[config.mk]
export PLATFORM = sky130hd
export DESIGN_NAME = linked_slot_message_queue
export DESIGN_NICKNAME = d
export VERILOG_FILES = /design/src/hdl/lsmq_pkg.sv /design/src/hdl/lsmq_store.sv /design/src/hdl/lsmq_ctrl.sv /design/src/hdl/linked_slot_message_queue.sv
export SDC_FILE = /design/constraint.sdc
export NUM_CORES = 1
export LEC_CHECK = 0
export BUFFER_PORTS_ARGS = -buffer_cell sky130_fd_sc_hd__clkbuf_2
export CORE_ASPECT_RATIO = 1.1
export CORE_MARGIN = 4
export CORE_UTILIZATION = 65
export DETAILED_ROUTE_END_ITERATION = 10
export PLACE_DENSITY = 0.82
export SETUP_SLACK_MARGIN = 0.4
export SLEW_MARGIN = 20
export SYNTH_ARGS = -nofsm -noshare
export SYNTH_HDL_FRONTEND = slang
export SYNTH_SLANG_ARGS = --single-unit
[constraint.sdc]
create_clock -name clock -period 15.75 [get_ports clock]
set_clock_uncertainty 0.1 [all_clocks]
set_input_delay 0.7875 -clock clock [delete_from_list [all_inputs] [get_ports clock]]
set_output_delay 0.7875 -clock clock [all_outputs]
set_load 0.05 [all_outputs]
[src/hdl/lsmq_pkg.sv]
// ----------------------------------------------------------------------------
// lsmq_pkg
// Shared types and constants of the linked-slot message queue: pool size,
// field widths, status and state codes, payload and store command structs.
// ----------------------------------------------------------------------------
package lsmq_pkg;

   // Pool size and derived widths
   localparam int SLOTS  = 16;
   localparam int SLOT_W = $clog2(SLOTS + 1);
   localparam int IDX_W  = (SLOTS > 1) ? $clog2(SLOTS) : 1;
   localparam int LEN_W  = 13;
   localparam int TYPE_W = 32;

   localparam logic [LEN_W-1:0] MAX_MSG_RESET = LEN_W'(1024 * 4);

   // Register port
   localparam int CSR_AW    = 3;
   localparam int CSR_DW    = 32;
   localparam int REG_IDX_W = CSR_AW - 2;
   localparam logic [REG_IDX_W-1:0] REG_MAX_MSG = '0;

   // Operation codes
   localparam logic MODE_SEND = 1'b0;
   localparam logic MODE_RECV = 1'b1;

   typedef enum logic [2:0] {
      ST_OK        = 3'd0,
      ST_TOO_LONG  = 3'd1,
      ST_NO_FREE   = 3'd2,
      ST_EMPTY     = 3'd3,
      ST_TOO_SHORT = 3'd4
   } status_type;

   typedef enum logic [1:0] {
      SEQ_IDLE,
      SEQ_LOOKUP,
      SEQ_APPLY,
      SEQ_DONE
   } seq_state_type;

   // Request and response payloads
   typedef struct packed {
      logic              mode;
      logic [LEN_W-1:0]  msg_len;
      logic [TYPE_W-1:0] msg_tag;
      logic [LEN_W-1:0]  recv_capacity;
   } req_type;

   typedef struct packed {
      status_type        status;
      logic [SLOT_W-1:0] slot;
      logic [LEN_W-1:0]  out_len;
      logic [TYPE_W-1:0] out_type;
      logic [SLOT_W-1:0] ready_level;
   } rsp_type;

   // Sequencer to slot store
   typedef struct packed {
      logic              rd_en;
      logic [SLOT_W-1:0] rd_slot;
      logic              link_wr_en;
      logic [SLOT_W-1:0] link_wr_slot;
      logic [SLOT_W-1:0] link_wr_val;
      logic              msg_wr_en;
      logic [SLOT_W-1:0] msg_wr_slot;
      logic [LEN_W-1:0]  msg_wr_len;
      logic [TYPE_W-1:0] msg_wr_type;
   } store_cmd_type;

   // Slot store read data
   typedef struct packed {
      logic [SLOT_W-1:0] link;
      logic [LEN_W-1:0]  len;
      logic [TYPE_W-1:0] msg_tag;
   } store_rd_type;

endpackage

[src/hdl/lsmq_store.sv]
// ----------------------------------------------------------------------------
// lsmq_store
// Slot store: next-link memory with per-entry valid bits that stand in for
// its reset chain, and the length and type memories. One registered read
// port and write ports addressed by slot number.
// ----------------------------------------------------------------------------
module lsmq_store
   import lsmq_pkg::*;
(
   input  logic          clock,
   input  logic          reset,
   input  store_cmd_type cmd,
   output store_rd_type  rd
);

   logic [SLOT_W-1:0] link_mem [SLOTS];
   logic [LEN_W-1:0]  len_mem  [SLOTS];
   logic [TYPE_W-1:0] type_mem [SLOTS];
   logic [SLOTS-1:0]  link_vld_ff;

   logic [SLOT_W-1:0] link_rd_ff;
   logic [LEN_W-1:0]  len_rd_ff;
   logic [TYPE_W-1:0] type_rd_ff;

   logic [IDX_W-1:0]  rd_idx;
   logic [IDX_W-1:0]  link_wr_idx;
   logic [IDX_W-1:0]  msg_wr_idx;

   // Chain value of an entry that was never written: next slot, last ends
   function automatic logic [SLOT_W-1:0] link_init(input logic [IDX_W-1:0] idx);
      logic [SLOT_W-1:0] nxt;
      nxt = SLOT_W'(idx) + SLOT_W'(2);
      if (SLOT_W'(idx) == SLOT_W'(SLOTS - 1)) begin
         nxt = '0;
      end
      return nxt;
   endfunction

   // Map slot numbers 1..SLOTS onto entries 0..SLOTS-1
   assign rd_idx      = IDX_W'(cmd.rd_slot - SLOT_W'(1));
   assign link_wr_idx = IDX_W'(cmd.link_wr_slot - SLOT_W'(1));
   assign msg_wr_idx  = IDX_W'(cmd.msg_wr_slot - SLOT_W'(1));

   // Track which links have been written since reset
   always_ff @(posedge clock) begin
      if (reset) begin
         link_vld_ff <= '0;
      end else if (cmd.link_wr_en) begin
         link_vld_ff[link_wr_idx] <= 1'b1;
      end
   end

   // Write and read the link memory
   always_ff @(posedge clock) begin
      if (cmd.link_wr_en) begin
         link_mem[link_wr_idx] <= cmd.link_wr_val;
      end
      if (cmd.rd_en) begin
         link_rd_ff <= link_vld_ff[rd_idx] ? link_mem[rd_idx] : link_init(rd_idx);
      end
   end

   // Write and read the message length and type memories
   always_ff @(posedge clock) begin
      if (cmd.msg_wr_en) begin
         len_mem[msg_wr_idx]  <= cmd.msg_wr_len;
         type_mem[msg_wr_idx] <= cmd.msg_wr_type;
      end
      if (cmd.rd_en) begin
         len_rd_ff  <= len_mem[rd_idx];
         type_rd_ff <= type_mem[rd_idx];
      end
   end

   assign rd.link    = link_rd_ff;
   assign rd.len     = len_rd_ff;
   assign rd.msg_tag = type_rd_ff;

endmodule

[src/hdl/lsmq_ctrl.sv]
// ----------------------------------------------------------------------------
// lsmq_ctrl
// Sequencer: holds the stack heads and counts, steps one transaction through
// lookup and apply with a single shared length comparator, and presents the
// finished result until the output register takes it.
// ----------------------------------------------------------------------------
module lsmq_ctrl
   import lsmq_pkg::*;
(
   input  logic             clock,
   input  logic             reset,
   input  logic             req_valid,
   output logic             req_ready,
   input  req_type          req_data,
   input  logic [LEN_W-1:0] max_msg_size,
   input  logic             out_free,
   output logic             res_valid,
   output rsp_type          res_data,
   output store_cmd_type    cmd,
   input  store_rd_type     rd
);

   seq_state_type     state_ff, state_in;
   req_type           item_ff, item_in;
   rsp_type           res_ff, res_in;
   logic [SLOT_W-1:0] free_head_ff, free_head_in;
   logic [SLOT_W-1:0] ready_head_ff, ready_head_in;
   logic [SLOT_W-1:0] free_count_ff, free_count_in;
   logic [SLOT_W-1:0] ready_count_ff, ready_count_in;

   // Shared comparator
   logic [LEN_W-1:0]  cmp_a;
   logic [LEN_W-1:0]  cmp_b;
   logic              cmp_gt;

   assign cmp_gt = cmp_a > cmp_b;

   // State, heads and counts
   always_ff @(posedge clock) begin
      if (reset) begin
         state_ff       <= SEQ_IDLE;
         free_head_ff   <= SLOT_W'(1);
         ready_head_ff  <= '0;
         free_count_ff  <= SLOT_W'(SLOTS);
         ready_count_ff <= '0;
      end else begin
         state_ff       <= state_in;
         free_head_ff   <= free_head_in;
         ready_head_ff  <= ready_head_in;
         free_count_ff  <= free_count_in;
         ready_count_ff <= ready_count_in;
      end
   end

   // Held transaction and its result
   always_ff @(posedge clock) begin
      item_ff <= item_in;
      res_ff  <= res_in;
   end

   // Next state, stack updates and store commands
   always_comb begin
      state_in       = state_ff;
      item_in        = item_ff;
      res_in         = res_ff;
      free_head_in   = free_head_ff;
      ready_head_in  = ready_head_ff;
      free_count_in  = free_count_ff;
      ready_count_in = ready_count_ff;
      req_ready      = 1'b0;
      cmp_a          = item_ff.msg_len;
      cmp_b          = max_msg_size;
      cmd            = '0;

      case (state_ff)
         SEQ_IDLE: begin
            req_ready = 1'b1;
            if (req_valid) begin
               item_in  = req_data;
               state_in = SEQ_LOOKUP;
            end
         end

         SEQ_LOOKUP: begin
            res_in             = '0;
            res_in.ready_level = ready_count_ff;
            if (item_ff.mode == MODE_SEND) begin
               // Check the limit first, then the free stack
               if (cmp_gt) begin
                  res_in.status = ST_TOO_LONG;
                  state_in      = SEQ_DONE;
               end else if (free_count_ff == '0) begin
                  res_in.status = ST_NO_FREE;
                  state_in      = SEQ_DONE;
               end else begin
                  cmd.rd_en   = 1'b1;
                  cmd.rd_slot = free_head_ff;
                  state_in    = SEQ_APPLY;
               end
            end else begin
               if (ready_count_ff == '0) begin
                  res_in.status = ST_EMPTY;
                  state_in      = SEQ_DONE;
               end else begin
                  cmd.rd_en   = 1'b1;
                  cmd.rd_slot = ready_head_ff;
                  state_in    = SEQ_APPLY;
               end
            end
         end

         SEQ_APPLY: begin
            cmp_a    = rd.len;
            cmp_b    = item_ff.recv_capacity;
            state_in = SEQ_DONE;
            if (item_ff.mode == MODE_SEND) begin
               // Move the free head onto the ready stack and fill it
               cmd.msg_wr_en    = 1'b1;
               cmd.msg_wr_slot  = free_head_ff;
               cmd.msg_wr_len   = item_ff.msg_len;
               cmd.msg_wr_type  = item_ff.msg_tag;
               cmd.link_wr_en   = 1'b1;
               cmd.link_wr_slot = free_head_ff;
               cmd.link_wr_val  = ready_head_ff;
               free_head_in     = rd.link;
               ready_head_in    = free_head_ff;
               free_count_in    = free_count_ff - SLOT_W'(1);
               ready_count_in   = ready_count_ff + SLOT_W'(1);
               res_in.status      = ST_OK;
               res_in.slot        = free_head_ff;
               res_in.ready_level = ready_count_ff + SLOT_W'(1);
            end else if (cmp_gt) begin
               // Leave the slot on top of the ready stack
               res_in.status = ST_TOO_SHORT;
               res_in.slot   = ready_head_ff;
            end else begin
               // Move the ready head onto the free stack and return it
               cmd.link_wr_en   = 1'b1;
               cmd.link_wr_slot = ready_head_ff;
               cmd.link_wr_val  = free_head_ff;
               free_head_in     = ready_head_ff;
               ready_head_in    = rd.link;
               free_count_in    = free_count_ff + SLOT_W'(1);
               ready_count_in   = ready_count_ff - SLOT_W'(1);
               res_in.status      = ST_OK;
               res_in.slot        = ready_head_ff;
               res_in.out_len     = rd.len;
               res_in.out_type    = rd.msg_tag;
               res_in.ready_level = ready_count_ff - SLOT_W'(1);
            end
         end

         SEQ_DONE: begin
            if (out_free) begin
               state_in = SEQ_IDLE;
            end
         end

         default: begin
            state_in = SEQ_IDLE;
         end
      endcase
   end

   assign res_valid = (state_ff == SEQ_DONE);
   assign res_data  = res_ff;

endmodule

[src/hdl/linked_slot_message_queue.sv]
// ----------------------------------------------------------------------------
// linked_slot_message_queue
// Message slot pool with free and ready stacks chained through one link
// table; sends store length and type, receives pop the newest message.
//
//   channel  ports                      direction  moves
//   req      req_valid/ready, req_data  in         one send or receive
//   rsp      rsp_valid/ready, rsp_data  out        one result per request
//   csr      psel/penable/pwrite/...    in/out     max_msg_size at 0x0
//
// A request that reaches the link table passes through lookup, apply and
// done before the next acceptance; one rejected on its length or an empty
// stack goes from lookup straight to done. The sequence is set by the link
// memory's registered read followed by the link write-back. Reset is
// synchronous and restores the full free chain without a clearing pass.
// While the result register is held by rsp_ready low, one further request
// can be worked up to its result and then waits.
// ----------------------------------------------------------------------------
module linked_slot_message_queue
   import lsmq_pkg::*;
(
   input  logic              clock,
   input  logic              reset,
   input  logic              req_valid,
   output logic              req_ready,
   input  req_type           req_data,
   output logic              rsp_valid,
   input  logic              rsp_ready,
   output rsp_type           rsp_data,
   input  logic              psel,
   input  logic              penable,
   input  logic              pwrite,
   input  logic [CSR_AW-1:0] paddr,
   input  logic [CSR_DW-1:0] pwdata,
   output logic [CSR_DW-1:0] prdata,
   output logic              pready
);

   logic [LEN_W-1:0]     max_msg_ff, max_msg_in;
   logic                 rsp_valid_ff, rsp_valid_in;
   rsp_type              rsp_data_ff, rsp_data_in;
   logic [REG_IDX_W-1:0] reg_idx;
   logic                 csr_wr;
   logic                 out_free;
   logic                 res_valid;
   rsp_type              res_data;
   store_cmd_type        cmd;
   store_rd_type         rd;

   // Register port decode
   assign pready  = 1'b1;
   assign reg_idx = paddr[CSR_AW-1:2];
   assign csr_wr  = psel && penable && pwrite && pready;

   always_comb begin
      max_msg_in = max_msg_ff;
      if (csr_wr && (reg_idx == REG_MAX_MSG)) begin
         max_msg_in = pwdata[LEN_W-1:0];
      end
   end

   always_comb begin
      prdata = '0;
      if (reg_idx == REG_MAX_MSG) begin
         prdata = CSR_DW'(max_msg_ff);
      end
   end

   always_ff @(posedge clock) begin
      if (reset) begin
         max_msg_ff <= MAX_MSG_RESET;
      end else begin
         max_msg_ff <= max_msg_in;
      end
   end

   // Result register: load a finished result once the previous one is taken
   assign out_free = !rsp_valid_ff || rsp_ready;

   always_comb begin
      rsp_valid_in = rsp_valid_ff;
      rsp_data_in  = rsp_data_ff;
      if (out_free) begin
         rsp_valid_in = res_valid;
         if (res_valid) begin
            rsp_data_in = res_data;
         end
      end
   end

   always_ff @(posedge clock) begin
      if (reset) begin
         rsp_valid_ff <= 1'b0;
      end else begin
         rsp_valid_ff <= rsp_valid_in;
      end
      rsp_data_ff <= rsp_data_in;
   end

   assign rsp_valid = rsp_valid_ff;
   assign rsp_data  = rsp_data_ff;

   lsmq_ctrl u_ctrl (
      .clock        (clock),
      .reset        (reset),
      .req_valid    (req_valid),
      .req_ready    (req_ready),
      .req_data     (req_data),
      .max_msg_size (max_msg_ff),
      .out_free     (out_free),
      .res_valid    (res_valid),
      .res_data     (res_data),
      .cmd          (cmd),
      .rd           (rd)
   );

   lsmq_store u_store (
      .clock (clock),
      .reset (reset),
      .cmd   (cmd),
      .rd    (rd)
   );

endmodule

==> results of run 1 <==
power by group through the flow:
stage / clock (mW) / combinational (mW) / sequential (mW)
global placement: 0 / 1.40 / 3.61
global route: 2.61 / 1.61 / 3.59
detailed placement: 0 / 1.46 / 3.63
floorplan: 0 / 1.03 / 3.64
finish: 2.46 / 1.50 / 3.57
CTS: 2.48 / 1.50 / 3.57
routing by layer:
metal,part of all wire,track usage,routed length (µm)
met5,0.00013,0,13
met1,0.36,0.390,35200
met3,0.10,0.0529,9960
met2,0.50,0.480,49300
met4,0.036,0.111,3540
logic make-up after synthesis:
logic type / count (synthesis)
AO/OA/AOI/OAI: 157
XOR/XNOR: 12
adder cells (fa/ha/maj): 28
buffers and inverters: 154
flip-flops: 1077
multiplexers: 234
other: 2
AND/OR/NAND/NOR: 556
final timing paths:
path / slack (ns) / cells past startpoint / from / to
max: 7.57 / 22 / u_ctrl.state_ff[0] / u_store.type_rd_ff[29]
max reg2reg: 7.57 / 22 / u_ctrl.state_ff[0] / u_store.type_rd_ff[29]
min: 0.18 / 1 / req_data[29] / u_ctrl.item_ff[29]
min reg2reg: 0.32 / 0 / u_ctrl.res_data[45] / rsp_data[45]
through the flow:
| step | utilization | std cells |
|---|---|---|
| 2_1_floorplan | - | 2238 |
| 3_3_place_gp | 0.682 | 3126 |
| 3_5_place_dp | 0.682 | 3126 |
| 4_1_cts | 0.734 | 3309 |
| 5_1_grt | 0.735 | 3309 |
| 6_report | 0.735 | 3310 |
layout by cell type, fill, tap and decap left out, types with 3 or more instances in the layout:
master     count
nor2_1        47
clkbuf_16    100
nor2_2         4
mux2i_1       21
clkinv_1      25
mux4_2       204
a211oi_1       8
nand4_1        7
and3_1        52
nand3b_1       4
inv_1         12
nor3b_1        4
nor2_4        16
o21ba_2       10
edfxtp_1    1025
nor3_1        11
o21ai_0        7
dfxtp_1       52
clkinv_2      15
conb_1        20
nand2_1      242
clkbuf_2     151
buf_4         33
mux2_4         4
nor2b_1       21
a21oi_1       35
mux2_2         4
a31oi_1       54
bufinv_16     14
xnor2_1       10
nand3_1       34
ha_1          25
o21a_1         3
a311oi_1       4
nand2b_1       3
clkbuf_1      21
and2_1        95
a21o_1        18
final cells by class:
cell class / count / area [µm²] / area share
inverter: 14 / 60.1 / 0.00129
multi-input combinational: 1007 / 9450 / 0.202
timing repair buffer: 187 / 1040 / 0.0223
tap: 841 / 1050 / 0.0225
sequential: 1077 / 31800 / 0.681
clock inverter: 62 / 718 / 0.0154
antenna: 1 / 2.50 / 0.0000536
clock buffer: 121 / 2580 / 0.0552
sequential cells by signal, indices dropped and copies added, names as in the netlist:
register	count
u_store.type_mem	512
u_store.len_mem	208
u_store.link_mem	80
u_ctrl.item_ff	59
rsp_data	58
u_ctrl.res_data	58
u_store.type_rd_ff	32
u_store.link_vld_ff	16
max_msg_ff	13
u_store.len_rd_ff	13
u_ctrl.free_count_ff	5
u_ctrl.free_head_ff	5
u_ctrl.ready_count_ff	5
u_ctrl.ready_head_ff	5
u_store.link_rd_ff	5
u_ctrl.state_ff	2
rsp_valid	1
==> flow_summary.ini, run 1 <==
[synthesis]
synth_edf_count = 1025
synthAdderAreaFrac = 0.00875
ys_async_sr_fraction = 0
synth-simple-area-share = 0.0647
syn_inst = 2220
yosys-top-cells-count = edfxtp_1, nand2_1, mux4_2
syn_area_um2 = 41700
ys_top_cells_by_area = edfxtp_1, mux4_2, dfxtp_1
syn_avg_cell_area_um2 = 18.8
yosysMostFrequentCell = edfxtp_1
yosysWarnings = 0
synth_top_cell_area_share = 0.737
seq_area_frac_synth = 0.762
synth_top_family_by_area = multiplexers
synth_area_leader_cell = edfxtp_1
yosysUniqueCellTypes = 64
synth_xor_area_frac = 0.00252
ys_seq_elements = 1077
synth_mux_area_frac = 0.118
synth-compound-area-share = 0.0257
ys.flop_type = edfxtp_1

[clock_tree]
path_clk_slew_ns = 0.06
clock_latency_ns = 0.67
htreeDepth = 3
cts_buffers = 100
root_buffer = clkbuf_16
tritoncts = done
cts_setup_buffers = 0
cts_sinks = 1077
hold_buffers = 0
post_cts_resized = 0
cts_buffer_depth = 3

[worst_setup_path]
critical_path_arrival_ns = 8.44
slowest_stage = buf_4
max_stage_delay_ns = 0.85
path_cells = inv_1 -> ha_2 -> buf_4 -> inv_1 -> a21o_1 -> ha_1 -> and3_1 -> nand3_1 -> nor3_1 -> a31oi_1 -> buf_4 -> a21o_1 -> nor2_4 -> buf_4 -> nand2_1 -> ha_1 -> inv_8 -> buf_4 -> mux4_2 -> nand2_1 -> and3_1 -> a31oi_1
crit_type = reg -> reg
cp.required_ns = 16.01
crit_top_cell = buf_4
cpLargestDelayFamily = buffers and inverters
crit_buf_inv = 7
end_kind = flip-flop
critPathLaunchType = flip-flop
path_max_fanout = 73

[power]
p_clk_frac = 0.326
power.density_nw_per_um2 = 161
p_sw_mw = 2.11
comb_power_share = 0.199
swShare = 0.280
max-vdd-ir-drop_mv = 0.236
cellInternalPower_mw = 5.43
pwr-share-seq = 0.474
fin_total_pwr_mw = 7.54
total_leakage_power_nw = 15.9

[die]
initial_utilization = 0.656
core-area_um2 = 63600
row_count = 97
die_area_um2 = 68300
io_pins = 194
die_w_um = 250
die_y_um = 274

[timing]
final_hold_viol_count = 0
fmax_mhz = 122
tightest_slew_ns = 1.24
drv_slew = 0
setup_ws_ns = 7.57
post-route-min-period_ns = 8.18
post-route-period-util = 0.520
setup_tns_ns = 0
rsz0062_at_grt = false
whs_ns = 0.185
slew_headroom = 0.175
setup_viol = 0

[place]
gp_congestion = 0.838
dpl_cell_area_um2 = 43400
dp_slack_ns = 7.42
detailed_place_hpwl_um = 46500
portBuffers = 152

[finish]
nets = 2516
fillers = 3407
fin_area_um2 = 46700
drive_gt1_frac = 0.238
syn2layout_area_growth_pct = 11.9

[routing]
wl_per_cell_um = 29.6
routed_via_density = 6.69
drcViolationCount = 0
finalWirelength_um = 98000
ant_nets = 0
via_count = 22100
first_pass_iters = 6
initialDrtViolationCount = 2943

[min_path]
min_path_type = in -> reg

[outcome]
status = finished, final reports clean

[grt]
grt_usage = 0.288
grt_max_degree = 163
grt_pass1_wl_um = 146000
antenna_found_initial = 2
first_global_vias = 23200
grt_overflow = 0

[job]
cap_violations = 0
No activity file was read; power rests on OpenSTA's default activity.
==> inputs of run 2 (changes only) <==
- CORE_UTILIZATION: 65 -> 55
- PLACE_DENSITY: 0.82 -> 0.73
- clock period: 15.75 -> 6.95 ns (I/O delays scaled with it)
==> flow_summary.ini, run 2 (synthesis results as in run 1) <==
[die]
die_w_um = 271
initial_utilization = 0.557
row_count = 105
core-area_um2 = 74900
die_area_um2 = 80400
die_y_um = 297
io_pins = 194

[clock_tree]
htreeDepth = 3
clock_latency_ns = 0.67
cts_sinks = 1077
cts_buffers = 104
path_clk_slew_ns = 0.06
cts_setup_buffers = 0
cts_buffer_depth = 3
root_buffer = clkbuf_16
tritoncts = done

[grt]
grt_overflow = 0
grt_max_degree = 157
grt_pass1_wl_um = 139000
first_global_vias = 21900
antenna_found_initial = 0
grt_usage = 0.229

[routing]
drcViolationCount = 0
initialDrtViolationCount = 2434
via_count = 21600
finalWirelength_um = 92400
first_pass_iters = 5
ant_nets = 0
routed_via_density = 6.12
wl_per_cell_um = 26.2

[place]
dp_slack_ns = 0.743
dpl_cell_area_um2 = 43700
portBuffers = 152
gp_congestion = 0.820
detailed_place_hpwl_um = 48200

[finish]
drive_gt1_frac = 0.240
top_regs = u_store.type_mem x512, u_store.len_mem x208, u_store.link_mem x80
nets = 2604
antenna_cells = 0
mostFrequentLayoutCells = edfxtp_1, nand2_1, mux4_2
mostFrequentLayoutCell = edfxtp_1
syn2layout_area_growth_pct = 14.3
fin_area_um2 = 47700
largest_reg_flops = 512
regMostFlops = u_store.type_mem

[power]
max-vdd-ir-drop_mv = 0.319
total_leakage_power_nw = 16.2
power.density_nw_per_um2 = 353

[worst_setup_path]
ff2ff_setup_slack_ns = 0.85
path_max_fanout = 36
critPathLaunchType = flip-flop
crit_type = reg -> reg
critical_path_arrival_ns = 6.40
end_kind = flip-flop
cp.required_ns = 7.25

[timing]
drv_slew = 0
fmax_mhz = 164
setup_tns_ns = 0
setup_viol = 0
tightest_slew_ns = 1.25
post-route-min-period_ns = 6.10
slew_headroom = 0.169
post-route-period-util = 0.878
rsz0062_at_grt = false
final_hold_viol_count = 0
setup_ws_ns = 0.849

[min_path]
min_path_type = in -> reg

[outcome]
status = finished, final reports clean

[job]
cap_violations = 0
==> run 2: changes by cell type in the layout (fill, tap and decap cells not counted), sizes merged <==
| cell | before | now |
|---|---|---|
| buf | 36 | 46 |
| bufinv | 14 | 6 |
| diode | 1 | 0 |
| clkinv | 44 | 55 |
| inv | 18 | 17 |
| clkinvlp | 0 | 8 |
| clkbuf | 272 | 274 |
| dlygate4sd3 | 0 | 73 |
==> run 2: worst max-delay path, stage by stage (launching register included) <==
cell and delay (ns):
dfxtp_1 0.35, inv_1 0.14, ha_2 0.18, buf_4 0.31
inv_1 0.42, a21o_1 0.30, ha_1 0.31, and3_1 0.18
o21ai_0 0.10, a311o_1 0.43, a31oi_1 0.19, buf_4 0.24
a21o_1 0.23, nor2_4 0.06, nand2_1 0.07, ha_1 0.26
nor2_1 0.07, mux2_1 0.29, a31oi_1 0.14, and2_2 0.20
buf_6 0.39, nand3_1 0.17, and4_1 0.35, mux2_4 0.33
==> run 2: path summary, 6_finish.rpt <==
check	start	endpoint	cells after the start
min reg2reg	u_ctrl.res_data[40]	rsp_data[40]	0
max	u_ctrl.state_ff[0]	u_store.link_rd_ff[1]	23
min	reset	u_ctrl.ready_count_ff[3]	2
max reg2reg	u_ctrl.state_ff[0]	u_store.link_rd_ff[1]	23
==> run 2: layout make-up <==
| type | count | area, µm² |
|---|---|---|
| flip-flops and latches | 1077 | 31800 |
| fillers | 4973 | 27200 |
| multi-input cells | 1007 | 9440 |
| clock buffers | 122 | 2690 |
| repair buffers | 271 | 1920 |
| well taps | 963 | 1200 |
| clock inverters | 72 | 591 |
| inverters | 14 | 65.1 |
==> run 2: where the power goes <==
group | switching (mW) | internal, mW | total, mW
registers | 0.192 | 7.90 | 8.09
clock network | 2.39 | 3.01 | 5.40
logic | 2.09 | 1.28 | 3.37
total | 4.68 | 12.2 | 16.9
==> run 2: timing repair <==
action	CTS	global route
resized for setup	0	2
endpoints found under the setup margin	0	5
endpoints found under the hold margin	73	0
hold buffers	73	0
==> run 2: per-layer routing <==
layer  share of wire  wire length [µm]  track usage
met1            0.39             36200        0.319
met2            0.50             46200        0.380
met3           0.082              7600       0.0373
met4           0.026              2410       0.0697
met5               0                 0            0
==> run 2: stage by stage <==
stage	hold WS [ns]	power, mW	util	std cells
detailed placement	0.305	11.6	0.583	3258
floorplan	0.300	10.6	-	2238
global route	0.0469	17.6	0.637	3526
global placement	0.302	11.5	0.583	3258
finish	0.0372	16.9	0.637	3526
CTS	0.114	17.0	0.637	3525
